**src/uvst_fifo.sv**
```systemverilog
// Queue between front and back ends.
`timescale 1ns / 1ps
module uvst_fifo #(
	parameter int W     = 84,
	parameter int DEPTH = 32
) (
	input  logic         clk,
	input  logic         arst_n,
	input  logic         push,
	input  logic [W-1:0] wdata,
	input  logic         pop,
	output logic [W-1:0] rdata,
	output logic         valid
);
	localparam int AW = $clog2(DEPTH);
	localparam int CW = $clog2(DEPTH + 1);

	logic [W-1:0]  mem_q [DEPTH];
	logic [AW-1:0] wr_ptr_q, rd_ptr_q;
	logic [CW-1:0] count_q;

	always_ff @(posedge clk) begin
		if (push) begin
			mem_q[wr_ptr_q] <= wdata;
		end
	end

	always_ff @(posedge clk or negedge arst_n) begin
		if (!arst_n) begin
			wr_ptr_q <= '0;
			rd_ptr_q <= '0;
			count_q  <= '0;
		end else begin
			if (push) wr_ptr_q <= wr_ptr_q + AW'(1);
			if (pop) rd_ptr_q <= rd_ptr_q + AW'(1);
			count_q <= count_q + CW'(push) - CW'(pop);
		end
	end

	assign rdata = mem_q[rd_ptr_q];
	assign valid = count_q != '0;

	a_no_overflow: assert property (@(posedge clk) disable iff (!arst_n)
		push |-> count_q != CW'(DEPTH))
		else $error("queue push while full");

	a_no_underflow: assert property (@(posedge clk) disable iff (!arst_n)
		pop |-> count_q != '0)
		else $error("queue pop while empty");

	a_count_track: assert property (@(posedge clk) disable iff (!arst_n)
		1'b1 |=> count_q == $past(count_q) + CW'($past(push)) - CW'($past(pop)))
		else $error("queue count mismatch");
endmodule

```
**config.mk**
```make
export PLATFORM = sky130hd
export DESIGN_NAME = uvst_fifo
export DESIGN_NICKNAME = d
export VERILOG_FILES = /design/src/uvst_fifo.sv
export SDC_FILE = /design/constraint.sdc
export NUM_CORES = 2
export LEC_CHECK = 0
export BUFFER_PORTS_ARGS = -buffer_cell sky130_fd_sc_hd__buf_4
export CELL_PAD_IN_SITES_DETAIL_PLACEMENT = 2
export CELL_PAD_IN_SITES_GLOBAL_PLACEMENT = 2
export CORE_MARGIN = 2
export CORE_UTILIZATION = 55
export CTS_CLUSTER_SIZE = 28
export DETAILED_ROUTE_END_ITERATION = 10
export PLACE_DENSITY = 0.86
export SYNTH_ARGS = -nofsm -noshare
export SYNTH_HDL_FRONTEND = slang
export SYNTH_SLANG_ARGS = --single-unit
```
**constraint.sdc**
```tcl
create_clock -name clk -period 19.5 [get_ports clk]
set_input_delay 3.9 -clock clk [delete_from_list [all_inputs] [get_ports clk]]
set_output_delay 3.9 -clock clk [all_outputs]
set_load 0.05 [all_outputs]
```
==> results of run 1 <==
stage by stage:
stage	setup slack [ps]	area, um^2	std cells	hold slack (ps)
2_1_floorplan	8590	102000	4477	512
3_3_place_gp	10150	107000	6999	541
cell families after synthesis:
kind of cell / after synthesis / share of synthesized area [%]
compound gates: 537 / 3.90
xor+xnor: 10 / 0.0857
fa+ha+maj: 14 / 0.179
buf+inv: 272 / 1.41
flops: 2704 / 79.4
mux: 819 / 14.5
simple gates: 121 / 0.566
==> out/results.tsv, run 1 <==
stage	metric	value	unit
placed_design	routability-driven placement congestion ratio	0.744	
floorplan	Cell Rows	158	
floorplan	Initial Utilization	55.2	%
placed_design	DPL Wire Length	215000	um
synth	cell area after synthesis	102000	um^2
synth	Mapped Cells	4477	
run_status	status	aborted with a tool error	
synth	top cells by area, synth	edfxtp_1 (79%), mux4_2 (12%), mux2i_1 (2.5%)	
synth	Synth Flop Type	edfxtp_1	
synth	most frequent cell after synthesis	edfxtp_1	
run_status	Tool Error	[ERROR DPL-0033] detailed placement checks failed during check placement.	
synth	sequential area share after synthesis	79.4	%
synth	cell taking the most area after synthesis	edfxtp_1	
synth	synth warn	0	
synth	Post-synth EDFFs	2688	
synth	Seq cells post-synth	2704	
floorplan	die width	435	um
synth	ys async rst share	0.592	%
synth	Synth top area share	79.0	%
floorplan	Die H	435	um
floorplan	# IOs	173	
placed_design	port bufs	172	
run_status	Failed at	3_5_place_dp	
synth	Synth Area per Inst	22.8	um^2
synth	syn nets	4579	
synth	most instantiated cells after synthesis	edfxtp_1 (2688), mux4_2 (526), mux2i_1 (256)	
synth	Synth cell types	44	
==> run 2, diff against run 1 <==
==> config.mk (replaced) <==
export PLATFORM = sky130hd
export DESIGN_NAME = uvst_fifo
export DESIGN_NICKNAME = d
export VERILOG_FILES = /design/src/uvst_fifo.sv
export SDC_FILE = /design/constraint.sdc
export NUM_CORES = 2
export LEC_CHECK = 0
export BUFFER_PORTS_ARGS = -buffer_cell sky130_fd_sc_hd__buf_4
export CORE_MARGIN = 2
export CORE_UTILIZATION = 40
export DETAILED_ROUTE_END_ITERATION = 10
export PLACE_DENSITY_LB_ADDON = 0.15
export SYNTH_ARGS = -nofsm -noshare
export SYNTH_HDL_FRONTEND = slang
export SYNTH_SLANG_ARGS = --single-unit
==> run 2 against run 1 <==
  * The flow now finishes without violations
  * Synthesized area unchanged
  * Synthesized cell count is the same
==> out/results.tsv, run 2 <==
stage	metric	value	unit
setup_path	sum of buffers and inverters on the critical path	5	
detailed_routing	DRC Markers	0	
layout	Regs by FF count	mem_q x2688, count_q x6	
layout	layout cells sized above 1	26.2	%
detailed_routing	TritonRoute pass-1 iters	5	
floorplan	die width	510	um
layout	Area growth, synth to finish	14.5	%
timing	f_max	95.8	MHz
run_status	status	finished, final reports clean	
setup_path	Setup crit start	rd_ptr_q[0]	
synth	cell area after synthesis	102000	um^2
timing	final hold violations	0	
setup_path	Worst path max stage delay	830	ps
synth	Synth Area per Inst	22.8	um^2
synth	Synth cell types	44	
grt	first-pass GRT wire length	387000	um
job	maxcap violations	0	
timing	Final Skew	55.0	ps
clock_tree	CTS resizes	0	
power	Final Power	0.0178	W
detailed_routing	DR vias/cell	5.83	
synth	sequential area share after synthesis	79.4	%
synth	cell taking the most area after synthesis	edfxtp_1	
synth	Synth Flop Type	edfxtp_1	
power	P per Cell Area	152	nW/um^2
power	P_leak	36.9	nW
clock_tree	# Post-CTS Setup Buffers	0	
floorplan	Initial Utilization	40.2	%
setup_path	CP Capture Type	output port	
timing	hold_ws	578	ps
synth	top cells by area, synth	edfxtp_1 (79%), mux4_2 (12%), mux2i_1 (2.5%)	
floorplan	area of the die	260000	um^2
synth	Post-synth EDFFs	2688	
layout	Storage cell area	81100	um^2
floorplan	Die H	510	um
layout	FILL cells	21200	
worst_hold_path	Hold Path Class	register to register	
power	Clock power frac	30.4	%
layout	final net count	4935	
synth	Mapped Cells	4477	
setup_path	crit-path leading delay family	buffers and inverters	
timing	final setup violating endpoints	0	
clock_tree	Skew-Pair Late Insertion Delay	930	ps
grt	initial antenna violation count	19	
setup_path	reg2reg setup slack	15160	ps
power	Max IR drop VDD	0.128	mV
timing	RSZ-0062 raised after global routing	false	
synth	syn nets	4579	
timing	final setup TNS	0	ps
layout	max reg flops	2688	
power	sequential group share of total power	38.8	%
timing	min cycle time layout	10440	ps
synth	Synth top area share	79.0	%
clock_tree	Post-CTS Hold Buffers	0	
clock_tree	Clock transition at path regs	60	ps
timing	Final Cycle Share	53.5	%
layout	Biggest register	mem_q	
setup_path	Max Fanout on Critical Path	96	
setup_path	cell count of the worst reg-to-reg path	4	
clock_tree	htree depth	5	
setup_path	CP arrival	6540	ps
clock_tree	root buffer cell	clkbuf_16	
timing	Rel. slew slack	11.5	%
grt	gr usage total	21.3	%
power	sw frac	32.8	%
layout	most frequent cells in the layout	edfxtp_1 (2688), mux4_2 (526), clkbuf_16 (310)	
clock_tree	clock tree buffer depth	4	
setup_path	critical path depth	9	
synth	ys async rst share	0.592	%
setup_path	capture point of the worst path	rdata[33]	
detailed_routing	drt wl/cell	32.9	um
synth	most frequent cell after synthesis	edfxtp_1	
synth	synth warn	0	
synth	Seq cells post-synth	2704	
floorplan	core area	254000	um^2
timing	Max Slew Vio Count	0	
setup_path	R2R Path Start	wr_ptr_q[2]	
clock_tree	clk sinks	2704	
layout	area of the multi-input gates	20000	um^2
power	sw power	0.00584	W
detailed_routing	via count	49100	
setup_path	crit path max-delay cell type	dfrtp_4	
detailed_routing	1st-iter DRT viols	5358	
layout	commonest non-fill, non-tap cell in the layout	edfxtp_1	
placed_design	port bufs	172	
grt	grt ovf	0	
floorplan	Cell Rows	185	
setup_path	CP Data Required Time	15600	ps
setup_path	CP Class	register to output port	
clock_tree	CTS tree	yes	
placed_design	Placed Cells incl. Taps	7893	
setup_path	R2R Path End	mem_q[0][33]	
power	Logic pwr share	30.8	%
layout	Finished Layout Cells	8419	
synth	most instantiated cells after synthesis	edfxtp_1 (2688), mux4_2 (526), mux2i_1 (256)	
grt	vias in the first global route	50200	
floorplan	# IOs	173	
placed_design	routability-driven placement congestion ratio	0.717	
setup_path	CP most frequent cell	buf_4	
placed_design	DPL Wire Length	136000	um
setup_path	worst-path cell chain	buf_12 > buf_4 > buf_4 > buf_4 > mux4_2 > a22o_1 > a211oi_1 > a21oi_1 > buf_4	
detailed_routing	antenna-violating nets left	0	
power	P_int	0.0119	W
grt	largest net degree at the start of global routing	148	
setup_path	nature of the critical path startpoint	register	
detailed_routing	WL final	277000	um
clock_tree	CTS buffer count	304	
timing	worst-margin pin slew	1330	ps
==> run 2: cell counts after synthesis <==
No cell type changed its count.
==> run 2: cell families after synthesis <==
logic type	synth area share, %
buf+inv	1.41
compound gates	3.90
flops	79.4
simple gates	0.566
mux	14.5
fa+ha+maj	0.179
xor+xnor	0.0857
==> run 2: power by group through the flow <==
stage / sequential [W] / combinational, W / clock (W)
2_1_floorplan: 0.00698 / 0.00378 / 0
3_3_place_gp: 0.00702 / 0.00557 / 0
4_1_cts: 0.00691 / 0.00559 / 0.00552
6_report: 0.00691 / 0.00547 / 0.00541
3_5_place_dp: 0.00703 / 0.00558 / 0
5_1_grt: 0.00693 / 0.00580 / 0.00574
==> run 2: layout make-up <==
class / instances / area share (%)
Sequential cell: 2704 / 69.3
Multi-Input combinational cell: 1501 / 17.0
Clock buffer: 388 / 6.93
Tap cell: 3366 / 3.60
Timing Repair Buffer: 308 / 2.07
Clock inverter: 130 / 0.982
Inverter: 14 / 0.0449
Antenna cell: 8 / 0.0171
==> run 2: stage by stage <==
| stage | instance area [um^2] | worst slack (ps) | utilization (%) |
|---|---|---|---|
| 6_report | 117000 | 9060 | 46.1 |
| 5_1_grt | 117000 | 8530 | 46.1 |
| 4_1_cts | 117000 | 8790 | 46.0 |
| 3_5_place_dp | 108000 | 9850 | 42.4 |
| 3_3_place_gp | 108000 | 9800 | 42.4 |
| 2_1_floorplan | 102000 | 8590 | - |
==> run 2: worst min path at each step <==
| stage | slack (ps) | endpoint | startpoint | depth (start not counted) |
|---|---|---|---|---|
| after floorplan | 510 | wr_ptr_q[0] | wr_ptr_q[0] | 1 |
| after global placement | 550 | wr_ptr_q[0] | wr_ptr_q[0] | 1 |
| after detailed placement | 550 | wr_ptr_q[0] | wr_ptr_q[0] | 1 |
| after CTS | 560 | wr_ptr_q[0] | wr_ptr_q[0] | 1 |
| after global routing | 610 | wr_ptr_q[0] | wr_ptr_q[0] | 1 |
| final | 580 | wr_ptr_q[0] | wr_ptr_q[0] | 1 |
==> run 2: routing by layer <==
metal  global-route usage [%]  up-vias  routed length (um)
met1                     30.3    27100              119000
met5                        0        -                  73
li1                         -    20000                   -
met4                     5.05       12                5440
met2                     33.8     1642              133000
met3                     4.36      370               19100
Note: power is estimated with default switching activity, not from simulation.
