**src/uvst_pkg.sv**
```systemverilog
// Shared types and constants for the UV sphere tessellator.
`timescale 1ns / 1ps
package uvst_pkg;
	localparam int MAX_GRID_SIZE_DEF    = 256;
	localparam int SINE_TABLE_DEPTH_DEF = 1024;

	localparam int CFG_IDX_W  = 2;
	localparam int CFG_DATA_W = 16;

	localparam logic [CFG_IDX_W-1:0] CFG_RING_COUNT    = 2'd0;
	localparam logic [CFG_IDX_W-1:0] CFG_SEGMENT_COUNT = 2'd1;
	localparam logic [CFG_IDX_W-1:0] CFG_SPHERE_RADIUS = 2'd2;

	localparam logic [8:0]  RING_COUNT_RST    = 9'd16;
	localparam logic [8:0]  SEGMENT_COUNT_RST = 9'd16;
	localparam logic [15:0] SPHERE_RADIUS_RST = 16'd256;

	typedef struct packed {
		logic [15:0] this_pt;
		logic [15:0] down_pt;
		logic [15:0] diag_pt;
		logic [15:0] side_pt;
	} tri_idx_t;
endpackage

```
**src/uvst_div.sv**
```systemverilog
// Pipelined restoring divider, one quotient bit per stage.
`timescale 1ns / 1ps
module uvst_div #(
	parameter int NW  = 20,
	parameter int DVW = 10,
	parameter int QW  = 10
) (
	input  logic           clk,
	input  logic [NW-1:0]  num,
	input  logic [DVW-1:0] den,
	output logic [QW-1:0]  quo,
	output logic [DVW-1:0] rem
);
	logic [DVW-1:0] rem_q [NW];
	logic [DVW-1:0] den_q [NW];
	logic [NW-1:0]  num_q [NW];
	logic [QW-1:0]  quo_q [NW];

	logic [DVW-1:0] rem_in [NW];
	logic [DVW-1:0] den_in [NW];
	logic [NW-1:0]  num_in [NW];
	logic [QW-1:0]  quo_in [NW];
	logic [DVW:0]   cand   [NW];
	logic [DVW:0]   diff   [NW];
	logic           ge     [NW];

	always_comb begin
		for (int t = 0; t < NW; t++) begin
			if (t == 0) begin
				rem_in[t] = '0;
				den_in[t] = den;
				num_in[t] = num;
				quo_in[t] = '0;
			end else begin
				rem_in[t] = rem_q[t-1];
				den_in[t] = den_q[t-1];
				num_in[t] = num_q[t-1];
				quo_in[t] = quo_q[t-1];
			end
			cand[t] = {rem_in[t], num_in[t][NW-1]};
			ge[t]   = cand[t] >= {1'b0, den_in[t]};
			diff[t] = cand[t] - {1'b0, den_in[t]};
		end
	end

	always_ff @(posedge clk) begin
		for (int t = 0; t < NW; t++) begin
			rem_q[t] <= ge[t] ? diff[t][DVW-1:0] : cand[t][DVW-1:0];
			den_q[t] <= den_in[t];
			num_q[t] <= {num_in[t][NW-2:0], 1'b0};
			quo_q[t] <= {quo_in[t][QW-2:0], ge[t]};
		end
	end

	assign quo = quo_q[NW-1];
	assign rem = rem_q[NW-1];
endmodule

```
**src/uvst_front.sv**
```systemverilog
// Front end: accepts grid points, computes angle steps and triangle indices.
`timescale 1ns / 1ps
module uvst_front #(
	parameter int MAX_GRID = 256,
	parameter int D        = 1024,
	parameter int Q_DEPTH  = 32
) (
	input  logic                 clk,
	input  logic                 arst_n,
	input  logic                 in_valid,
	output logic                 in_stall,
	input  logic [7:0]           ring_index,
	input  logic [7:0]           segment_index,
	input  logic [8:0]           ring_count,
	input  logic [8:0]           segment_count,
	input  logic                 pop,
	output logic                 push,
	output logic [$clog2(D)-1:0] pol_step,
	output logic [$clog2(D)-1:0] azi_step,
	output uvst_pkg::tri_idx_t   tri_idx
);
	import uvst_pkg::*;

	localparam int DW  = $clog2(D);
	localparam int NW  = DW + 10;
	localparam int DVW = 10;
	localparam int OW  = $clog2(Q_DEPTH + 1);

	logic [8:0]     rc_eff, sc_eff;
	logic           accept;
	logic [OW-1:0]  occ_q;
	logic [NW-1:0]  pk_num, mk_num, nj_num, ni_num;
	logic [DVW-1:0] pk_den, mk_den, nj_den, ni_den;
	logic [DVW-1:0] nj_rem, ni_rem;
	logic           vld_q [NW];
	logic [7:0]     j_q   [NW];
	logic [7:0]     i_q   [NW];
	logic [8:0]     sc_q  [NW];
	logic [7:0]     nj, ni;
	logic [16:0]    row_j, row_nj;

	always_comb begin
		priority if (ring_count < 9'd2) rc_eff = 9'd2;
		else if (ring_count > 9'(MAX_GRID)) rc_eff = 9'(MAX_GRID);
		else rc_eff = ring_count;
		priority if (segment_count < 9'd3) sc_eff = 9'd3;
		else if (segment_count > 9'(MAX_GRID)) sc_eff = 9'(MAX_GRID);
		else sc_eff = segment_count;
	end

	// credit covers everything in flight plus the queue
	assign in_stall = occ_q == OW'(Q_DEPTH);
	assign accept   = in_valid && !in_stall;

	always_ff @(posedge clk or negedge arst_n) begin
		if (!arst_n) begin
			occ_q <= '0;
		end else begin
			occ_q <= occ_q + OW'(accept) - OW'(pop);
		end
	end

	assign pk_num = (NW'(ring_index) << DW) + NW'(rc_eff - 9'd1);
	assign pk_den = {rc_eff - 9'd1, 1'b0};
	assign mk_num = (NW'(segment_index) << (DW + 1)) + NW'(sc_eff);
	assign mk_den = {sc_eff, 1'b0};
	assign nj_num = NW'(ring_index) + NW'(1);
	assign nj_den = {1'b0, rc_eff};
	assign ni_num = NW'(segment_index) + NW'(1);
	assign ni_den = {1'b0, sc_eff};

	uvst_div #(.NW(NW), .DVW(DVW), .QW(DW)) u_div_pol (
		.clk(clk), .num(pk_num), .den(pk_den), .quo(pol_step), .rem()
	);
	uvst_div #(.NW(NW), .DVW(DVW), .QW(DW)) u_div_azi (
		.clk(clk), .num(mk_num), .den(mk_den), .quo(azi_step), .rem()
	);
	uvst_div #(.NW(NW), .DVW(DVW), .QW(DW)) u_div_nj (
		.clk(clk), .num(nj_num), .den(nj_den), .quo(), .rem(nj_rem)
	);
	uvst_div #(.NW(NW), .DVW(DVW), .QW(DW)) u_div_ni (
		.clk(clk), .num(ni_num), .den(ni_den), .quo(), .rem(ni_rem)
	);

	always_ff @(posedge clk or negedge arst_n) begin
		if (!arst_n) begin
			for (int t = 0; t < NW; t++) vld_q[t] <= 1'b0;
		end else begin
			vld_q[0] <= accept;
			for (int t = 1; t < NW; t++) vld_q[t] <= vld_q[t-1];
		end
	end

	always_ff @(posedge clk) begin
		for (int t = 0; t < NW; t++) begin
			if (t == 0) begin
				j_q[t]  <= ring_index;
				i_q[t]  <= segment_index;
				sc_q[t] <= sc_eff;
			end else begin
				j_q[t]  <= j_q[t-1];
				i_q[t]  <= i_q[t-1];
				sc_q[t] <= sc_q[t-1];
			end
		end
	end

	assign nj     = nj_rem[7:0];
	assign ni     = ni_rem[7:0];
	assign row_j  = 17'(j_q[NW-1]) * 17'(sc_q[NW-1]);
	assign row_nj = 17'(nj) * 17'(sc_q[NW-1]);
	assign push   = vld_q[NW-1];

	assign tri_idx.this_pt = 16'(row_j + 17'(i_q[NW-1]));
	assign tri_idx.down_pt = 16'(row_nj + 17'(i_q[NW-1]));
	assign tri_idx.diag_pt = 16'(row_nj + 17'(ni));
	assign tri_idx.side_pt = 16'(row_j + 17'(ni));
endmodule

```
**config.mk**
```make
export PLATFORM = sky130hd
export DESIGN_NAME = uvst_front
export DESIGN_NICKNAME = d
export VERILOG_FILES = /design/src/uvst_pkg.sv /design/src/uvst_div.sv /design/src/uvst_front.sv
export SDC_FILE = /design/constraint.sdc
export NUM_CORES = 2
export LEC_CHECK = 0
export BUFFER_PORTS_ARGS = -buffer_cell sky130_fd_sc_hd__buf_4
export CAP_MARGIN = 0
export CORE_ASPECT_RATIO = 0.6
export CORE_MARGIN = 1.5
export CORE_UTILIZATION = 50
export DETAILED_ROUTE_END_ITERATION = 8
export PLACE_DENSITY = 0.73
export SYNTH_ARGS = -nofsm -noshare
export SYNTH_HDL_FRONTEND = slang
export SYNTH_MEMORY_MAX_BITS = 65536
export SYNTH_SLANG_ARGS = --single-unit
```
**constraint.sdc**
```tcl
create_clock -name clk -period 7.3 [get_ports clk]
set_clock_uncertainty 0.1 [all_clocks]
set_input_delay 1.095 -clock clk [delete_from_list [all_inputs] [get_ports clk]]
set_output_delay 1.095 -clock clk [all_outputs]
set_load 0.05 [all_outputs]
```
## Word level (Yosys, flattened, before mapping)

Memories as Yosys holds them, arrays and structs flattened.
Cells that the tools add are included.

- Memories kept: 17
- Register bits after elaboration: 26
- Bits in writable memories: 4,020
- Input bits: 38
- Logic and storage cells: 303

- Add/subtract/negate cells: 92
- Magnitude comparators: 84
- Multiplexer cells: 84
- Eq/ne operators: 1
- Multipliers: 2
- Reductions and logical operators: 2

Memories:

| name | words | width | rd ports | clocked after Yosys merged registers in | write ports | RTL line | source |
|---|---|---|---|---|---|---|---|
| u_div_azi.num_q | 20 | 19 | 19 | 0 | 20 | uvst_div.sv:16 | `logic [NW-1:0] num_q [NW];` |
| u_div_ni.num_q | 20 | 19 | 19 | 0 | 20 | uvst_div.sv:16 |  |
| u_div_nj.num_q | 20 | 19 | 19 | 0 | 20 | uvst_div.sv:16 |  |
| u_div_pol.num_q | 20 | 19 | 19 | 0 | 20 | uvst_div.sv:16 |  |
| u_div_azi.den_q | 20 | 10 | 19 | 0 | 20 | uvst_div.sv:15 | `logic [DVW-1:0] den_q [NW];` |
| u_div_azi.quo_q | 20 | 10 | 20 | 0 | 20 | uvst_div.sv:17 | `logic [QW-1:0] quo_q [NW];` |
| +11 memories | -- | -- | -- | -- | -- | -- |  |

Operators by type and width:

| cell | count |
|---|---|
| 11-bit by 10-bit >= comparator with 1-bit output | 76 |
| 10-bit two-way mux | 80 |
| 10-bit subtractor | 76 |
| 16-bit by 8-bit adder with 16-bit output | 4 |
| 9-bit two-way mux | 4 |
| 8-bit by 9-bit multiplier with 16-bit output | 2 |
| 19-bit by 10-bit adder with 20-bit output | 1 |
| 19-bit by 9-bit adder with 20-bit output | 1 |
| 1-bit by 10-bit >= comparator with 1-bit output | 2 |
| 1-bit by 10-bit subtractor with 10-bit output | 2 |
| 1-bit by 9-bit subtractor with 10-bit output, first input constant | 2 |
| 8-bit by 1-bit adder with 9-bit output, second input constant | 2 |
| 1-bit by 9-bit >= comparator with 1-bit output, first input constant | 2 |
| 9-bit > comparator, second input constant | 2 |
| 9-bit by 2-bit less-than comparator with 1-bit output, second input constant | 2 |
| 9-bit by 1-bit subtractor with 10-bit output, second input constant | 1 |
| 9-bit by 1-bit subtractor with 9-bit output, second input constant | 1 |
| 6-bit by 1-bit adder with 6-bit output | 1 |
| 6-bit equality test, second input constant | 1 |
| 6-bit by 1-bit subtractor with 6-bit output | 1 |
| 1-bit logical AND | 1 |
| 1-bit zero test | 1 |

## Longest topological paths before layout

- Word-level depth: 7
- Mapped depth: 20
- Mapped depth without buffers: 20

## Hierarchy

A second synthesis with hierarchy kept.

- Cell total of the unflattened synthesis: 9,758
- Area total of the unflattened synthesis: 113,209.8 um2

Modules (own cells, without submodules):

| module | cells an instance | times used | seq. area each (um2) | area an instance (um2) |
|---|---|---|---|---|
| uvst_div (u_div_ni ...) | 2,079 | 2 | 12,712.2 | 23,890.4 |
| uvst_div (u_div_azi) | 2,075 | 1 | 12,712.2 | 23,666.4 |
| uvst_div (u_div_nj) | 2,079 | 1 | 12,712.2 | 23,658.9 |
| uvst_front | 1,446 | 1 | 10,660.2 | 18,103.6 |

## Least setup slack after synthesis

No wires, ideal clock.

- Kind: flip-flop to output port
- From: memory u_div_azi.rem_q[19][0], in the netlist u_div_azi.rem_q[4][30]
- To: output tri_idx[61] (netlist name)
- Stages on the path, launching flop included: 18
- Path slack: 0.680 ns
- Arrival: 5.425 ns
- Cells stage by stage: dfxtp_1 clkbuf_1 nand2_1 fa_1 fa_1 inv_1 fa_1 inv_1 fa_1 inv_1 ha_1 o21ai_0 nor3_1 mux2i_1 or4_1 clkbuf_1 o311a_1 a31oi_1

RTL lines:

| what | RTL line | source |
|---|---|---|
| from (decl) | uvst_div.sv:14 | `logic [DVW-1:0] rem_q [NW];` |
| to (decl) | uvst_front.sv:20 | `output uvst_pkg::tri_idx_t tri_idx` |

==> impl_metrics.json <==
{
  "synth_mux_area_share_pct": 8.27,
  "nets": 9406,
  "crit_start": "sc_q[4][34]",
  "critical_path_class": "register to primary output",
  "placedInstanceArea_um2": 89700,
  "power.static_leakage_nw": 42.8,
  "avgRoutedWirePerCell_um": 16.5,
  "starting_utilization_of_the_core_area_pct": 50.5,
  "postSynth.asyncResetShare_pct": 1.27,
  "buffer_ports.inserted": 123,
  "synth-edff-count": 0,
  "synth_top_family_by_area": "adder cells",
  "power_density_normalized_to_cell_area_nw_per_um2": 535,
  "timing.setup.tns_ns": 0,
  "r2r-start": "i_q[0][22]",
  "worst-endpoint-arrival_ns": 5.90,
  "floorplan.io_pins": 124,
  "critPathRequiredTime_ns": 6.11,
  "timing.hold.worst.class": "primary input to async pin",
  "die-width_um": 539,
  "worst_r2r_path_depth": 10,
  "cts_buffer_depth": 4,
  "crit_chain": "buf_4 -> and2_1 -> fa_1 -> inv_1 -> fa_1 -> inv_1 -> fa_1 -> inv_1 -> fa_1 -> inv_1 -> ha_2 -> and2_1 -> o31a_1 -> o22ai_2 -> xnor2_2 -> o311a_4 -> nand4_1 -> xnor2_2 -> buf_6",
  "yosys_warnings": 0,
  "detail-route-antenna-nets": 0,
  "synth_xor_area_share_pct": 5.41,
  "cts_tree": "built",
  "finalWorstPathRequiredPeriod_ns": 7.10,
  "mappedNetlistArea_um2": 86000,
  "clkLatencyLatePin_ns": 0.84,
  "post_synth.cell_area_avg_um2": 10.6,
  "placement_rows": 117,
  "ir_worst_vdd_v": 0.00125,
  "cts-buffers-inserted": 185,
  "via_total_after_detailed_routing": 55700,
  "worst_pin_slew_ns": 1.11,
  "first_iter_violations": 3968,
  "crit_path_max_incr_delay_ns": 0.54,
  "route.final.wire_length_mm": 179,
  "cell_family_with_most_cp_delay": "adder cells",
  "setup.worst_path.start_class": "register",
  "finalInstanceArea_um2": 96400,
  "synthFlopType": "sky130_fd_sc_hd__dfxtp_1",
  "hpwlAfterDp_mm": 138,
  "gp_congestion": 0.897,
  "timing.critical_path.slowest_stage_cell": "sky130_fd_sc_hd__fa_1",
  "grt_antenna_before_repair": 4,
  "synth_cell_types": 69,
  "crit_cells": 19,
  "finalHoldViolCount": 0,
  "cp-end-kind": "primary output",
  "global_route_wire_length_before_repair_mm": 290,
  "synth-seq-area-share_pct": 47.9,
  "register_bit_count_reported_by_yosys": 2052,
  "first_global_vias": 55100,
  "post_synth_inst_count": 8097,
  "max_freq_mhz": 141,
  "grt_start_max_net_pins": 27,
  "root_buffer_cell": "sky130_fd_sc_hd__clkbuf_16",
  "setup_slack_of_the_worst_register_to_register_path_ns": 3.75,
  "groute.usage.overall_pct": 20.1,
  "worst_slew_margin_rel_pct": 26.1,
  "area_growth_from_synthesis_to_final_layout_pct": 12.1,
  "final-max-slew-violation-count": 0,
  "status": "complete, no violations",
  "core-area_um2": 170000,
  "drc": 0,
  "finalCritPeriodShare_pct": 97.2,
  "floorplan.die.height_um": 324,
  "h-tree-depth": 4,
  "synthSimpleGateAreaFrac_pct": 8.96,
  "layout-drive-gt1-share_pct": 12.1,
  "cp_bufs_invs": 6,
  "path_clk_slew_ns": 0.07,
  "clock_sink_count": 2052,
  "routed_via_density": 5.16,
  "setup_viol": 0,
  "die_area_um2": 175000,
  "synth_adder_area_share_pct": 15.5,
  "cap_viol_max_count": 0,
  "grt_overflow": 0,
  "worst-path-max-fanout": 10,
  "synth_compound_gate_area_share_pct": 9.27,
  "firstDrtPassIters": 6
}
[cell usage after synthesis (all sizes together), types with 10 or more instances]
cell type / n / area (µm²)
o21ai: 391 / 1970
o21bai: 93 / 698
o21a: 107 / 803
xnor2: 493 / 4320
mux2: 515 / 5800
mux2i: 131 / 1310
dfxtp: 2026 / 40600
nor2: 548 / 2060
nand2b: 41 / 257
dfrtp: 26 / 651
nor2b: 201 / 1260
nor3b: 13 / 97.6
ha: 809 / 10100
nand3: 37 / 185
or4: 24 / 188
xor2: 38 / 333
a211oi: 36 / 270
fa: 162 / 3240
nand4: 156 / 976
or3: 15 / 93.8
a21oi: 354 / 1770
and2: 152 / 951
nand2: 178 / 668
o41ai: 10 / 87.6
nor4: 26 / 163
nor4b: 12 / 105
or2: 11 / 68.8
clkbuf: 22 / 82.6
nor3: 97 / 485
a21boi: 65 / 488
a31oi: 45 / 282
o31ai: 28 / 210
inv: 1041 / 3910
a21o: 105 / 788
[kinds of logic after synthesis]
| family | after synthesis |
|---|---|
| other | 1 |
| flip-flops | 2052 |
| XOR/XNOR | 531 |
| AND/OR/NAND/NOR | 1532 |
| multiplexers | 646 |
| adder cells (fa/ha/maj) | 971 |
| buffers and inverters | 1065 |
| AO/OA/AOI/OAI | 1299 |
[stage by stage]
stage	utilization, %	std cells	worst slack [ns]	total power, mW	hold WS [ns]
floorplan	-	8100	0.680	35.0	0.210
global placement	52.7	10500	0.490	40.1	0.210
detailed placement	52.7	10500	0.520	40.8	0.212
CTS	56.5	10800	0.0108	51.3	0.0199
global route	56.6	10800	-0.0207	55.0	0.0509
finish	56.6	10800	0.201	51.6	0.0653
[repair_timing]
| action | 4_1_cts | 5_1_grt |
|---|---|---|
| endpoints found under the hold margin | 0 | 0 |
| setup buffers | 0 | 6 |
| setup endpoints to repair | 25 | 28 |
| resized for setup | 22 | 54 |
| cloned | 0 | 0 |
| pin swaps | 1 | 10 |
| hold buffers | 0 | 0 |
[registers in the layout (all words and copies together), names as in the netlist, 55 cells and up]
| signal | cells |
|---|---|
| u_div_nj.num_q | 135 |
| j_q | 160 |
| u_div_ni.num_q | 135 |
| u_div_nj.den_q | 171 |
| u_div_pol.rem_q | 190 |
| u_div_azi.rem_q | 184 |
| u_div_ni.rem_q | 198 |
| u_div_pol.quo_q | 55 |
| i_q | 156 |
| u_div_pol.num_q | 187 |
| sc_q | 168 |
| u_div_azi.quo_q | 55 |
| u_div_nj.rem_q | 198 |
[cell usage in the layout, fill, tap and decap left out, drive strengths merged, types with 24 or more instances in the layout]
master / synthesis / final
o21a: 107 / 107
clkbuf: 22 / 247
xnor2: 493 / 493
bufinv: 0 / 25
and2: 152 / 152
a21o: 105 / 105
nor2: 548 / 548
or4: 24 / 24
buf: 2 / 134
clkinv: 0 / 33
a31oi: 45 / 45
nor3: 97 / 97
nor2b: 201 / 201
nand4: 156 / 156
nand2b: 41 / 41
mux2i: 131 / 131
o31ai: 28 / 28
nor4: 26 / 26
o21bai: 93 / 93
a21oi: 354 / 354
o21ai: 391 / 391
ha: 809 / 809
xor2: 38 / 38
a211oi: 36 / 36
dfrtp: 26 / 26
mux2: 515 / 515
fa: 162 / 162
nand2: 178 / 178
inv: 1041 / 1052
dfxtp: 2026 / 2026
nand3: 37 / 37
a21boi: 65 / 65
[layout make-up]
cell class | count | area, µm²
antenna | 1 | 2.50
sequential | 2052 | 41300
timing repair buffer | 134 | 1010
multi-input combinational | 4983 | 41100
clock buffer | 247 | 5220
tap | 2261 | 2830
fill | 14100 | 73800
inverter | 1041 | 3910
clock inverter | 79 | 1150
[power by group]
group / switching, mW / total, mW / internal, mW / leakage, nW
sequential: 1.63 / 15.8 / 14.1 / 17.3
combinational: 14.2 / 25.7 / 11.5 / 22.3
clock: 4.19 / 10.1 / 5.93 / 3.11
total: 20.0 / 51.6 / 31.6 / 42.8
[worst reg2reg max path, delay by kind of cell, from the launching register on]
family,cells,cell delay [ns]
AOI/OAI and AO/OA,5,1.49
DFF,1,0.50
and+or+nand+nor,1,0.13
muxes,1,0.46
buffers and inverters,1,0.12
adders and majority gates,2,0.63
[routing by layer]
metal  track usage, %  up-vias  share of wire [%]
li1                 -    27900                  -
met1             32.4    26300                 54
met2             27.9     1351                 39
met3             2.96      207                5.7
met4             3.74        0                1.5
met5                0        -                  0
[worst paths after layout]
kind | end
worst max-delay path | tri_idx[15]
worst min-delay path | occ_q[1]
worst max register to register | u_div_azi.rem_q[0][37]
worst min register to register | u_div_nj.num_q[2][56]
max in group asynchronous | push
min in group clk | u_div_nj.num_q[2][56]
Power figures use the tool's default switching activity.
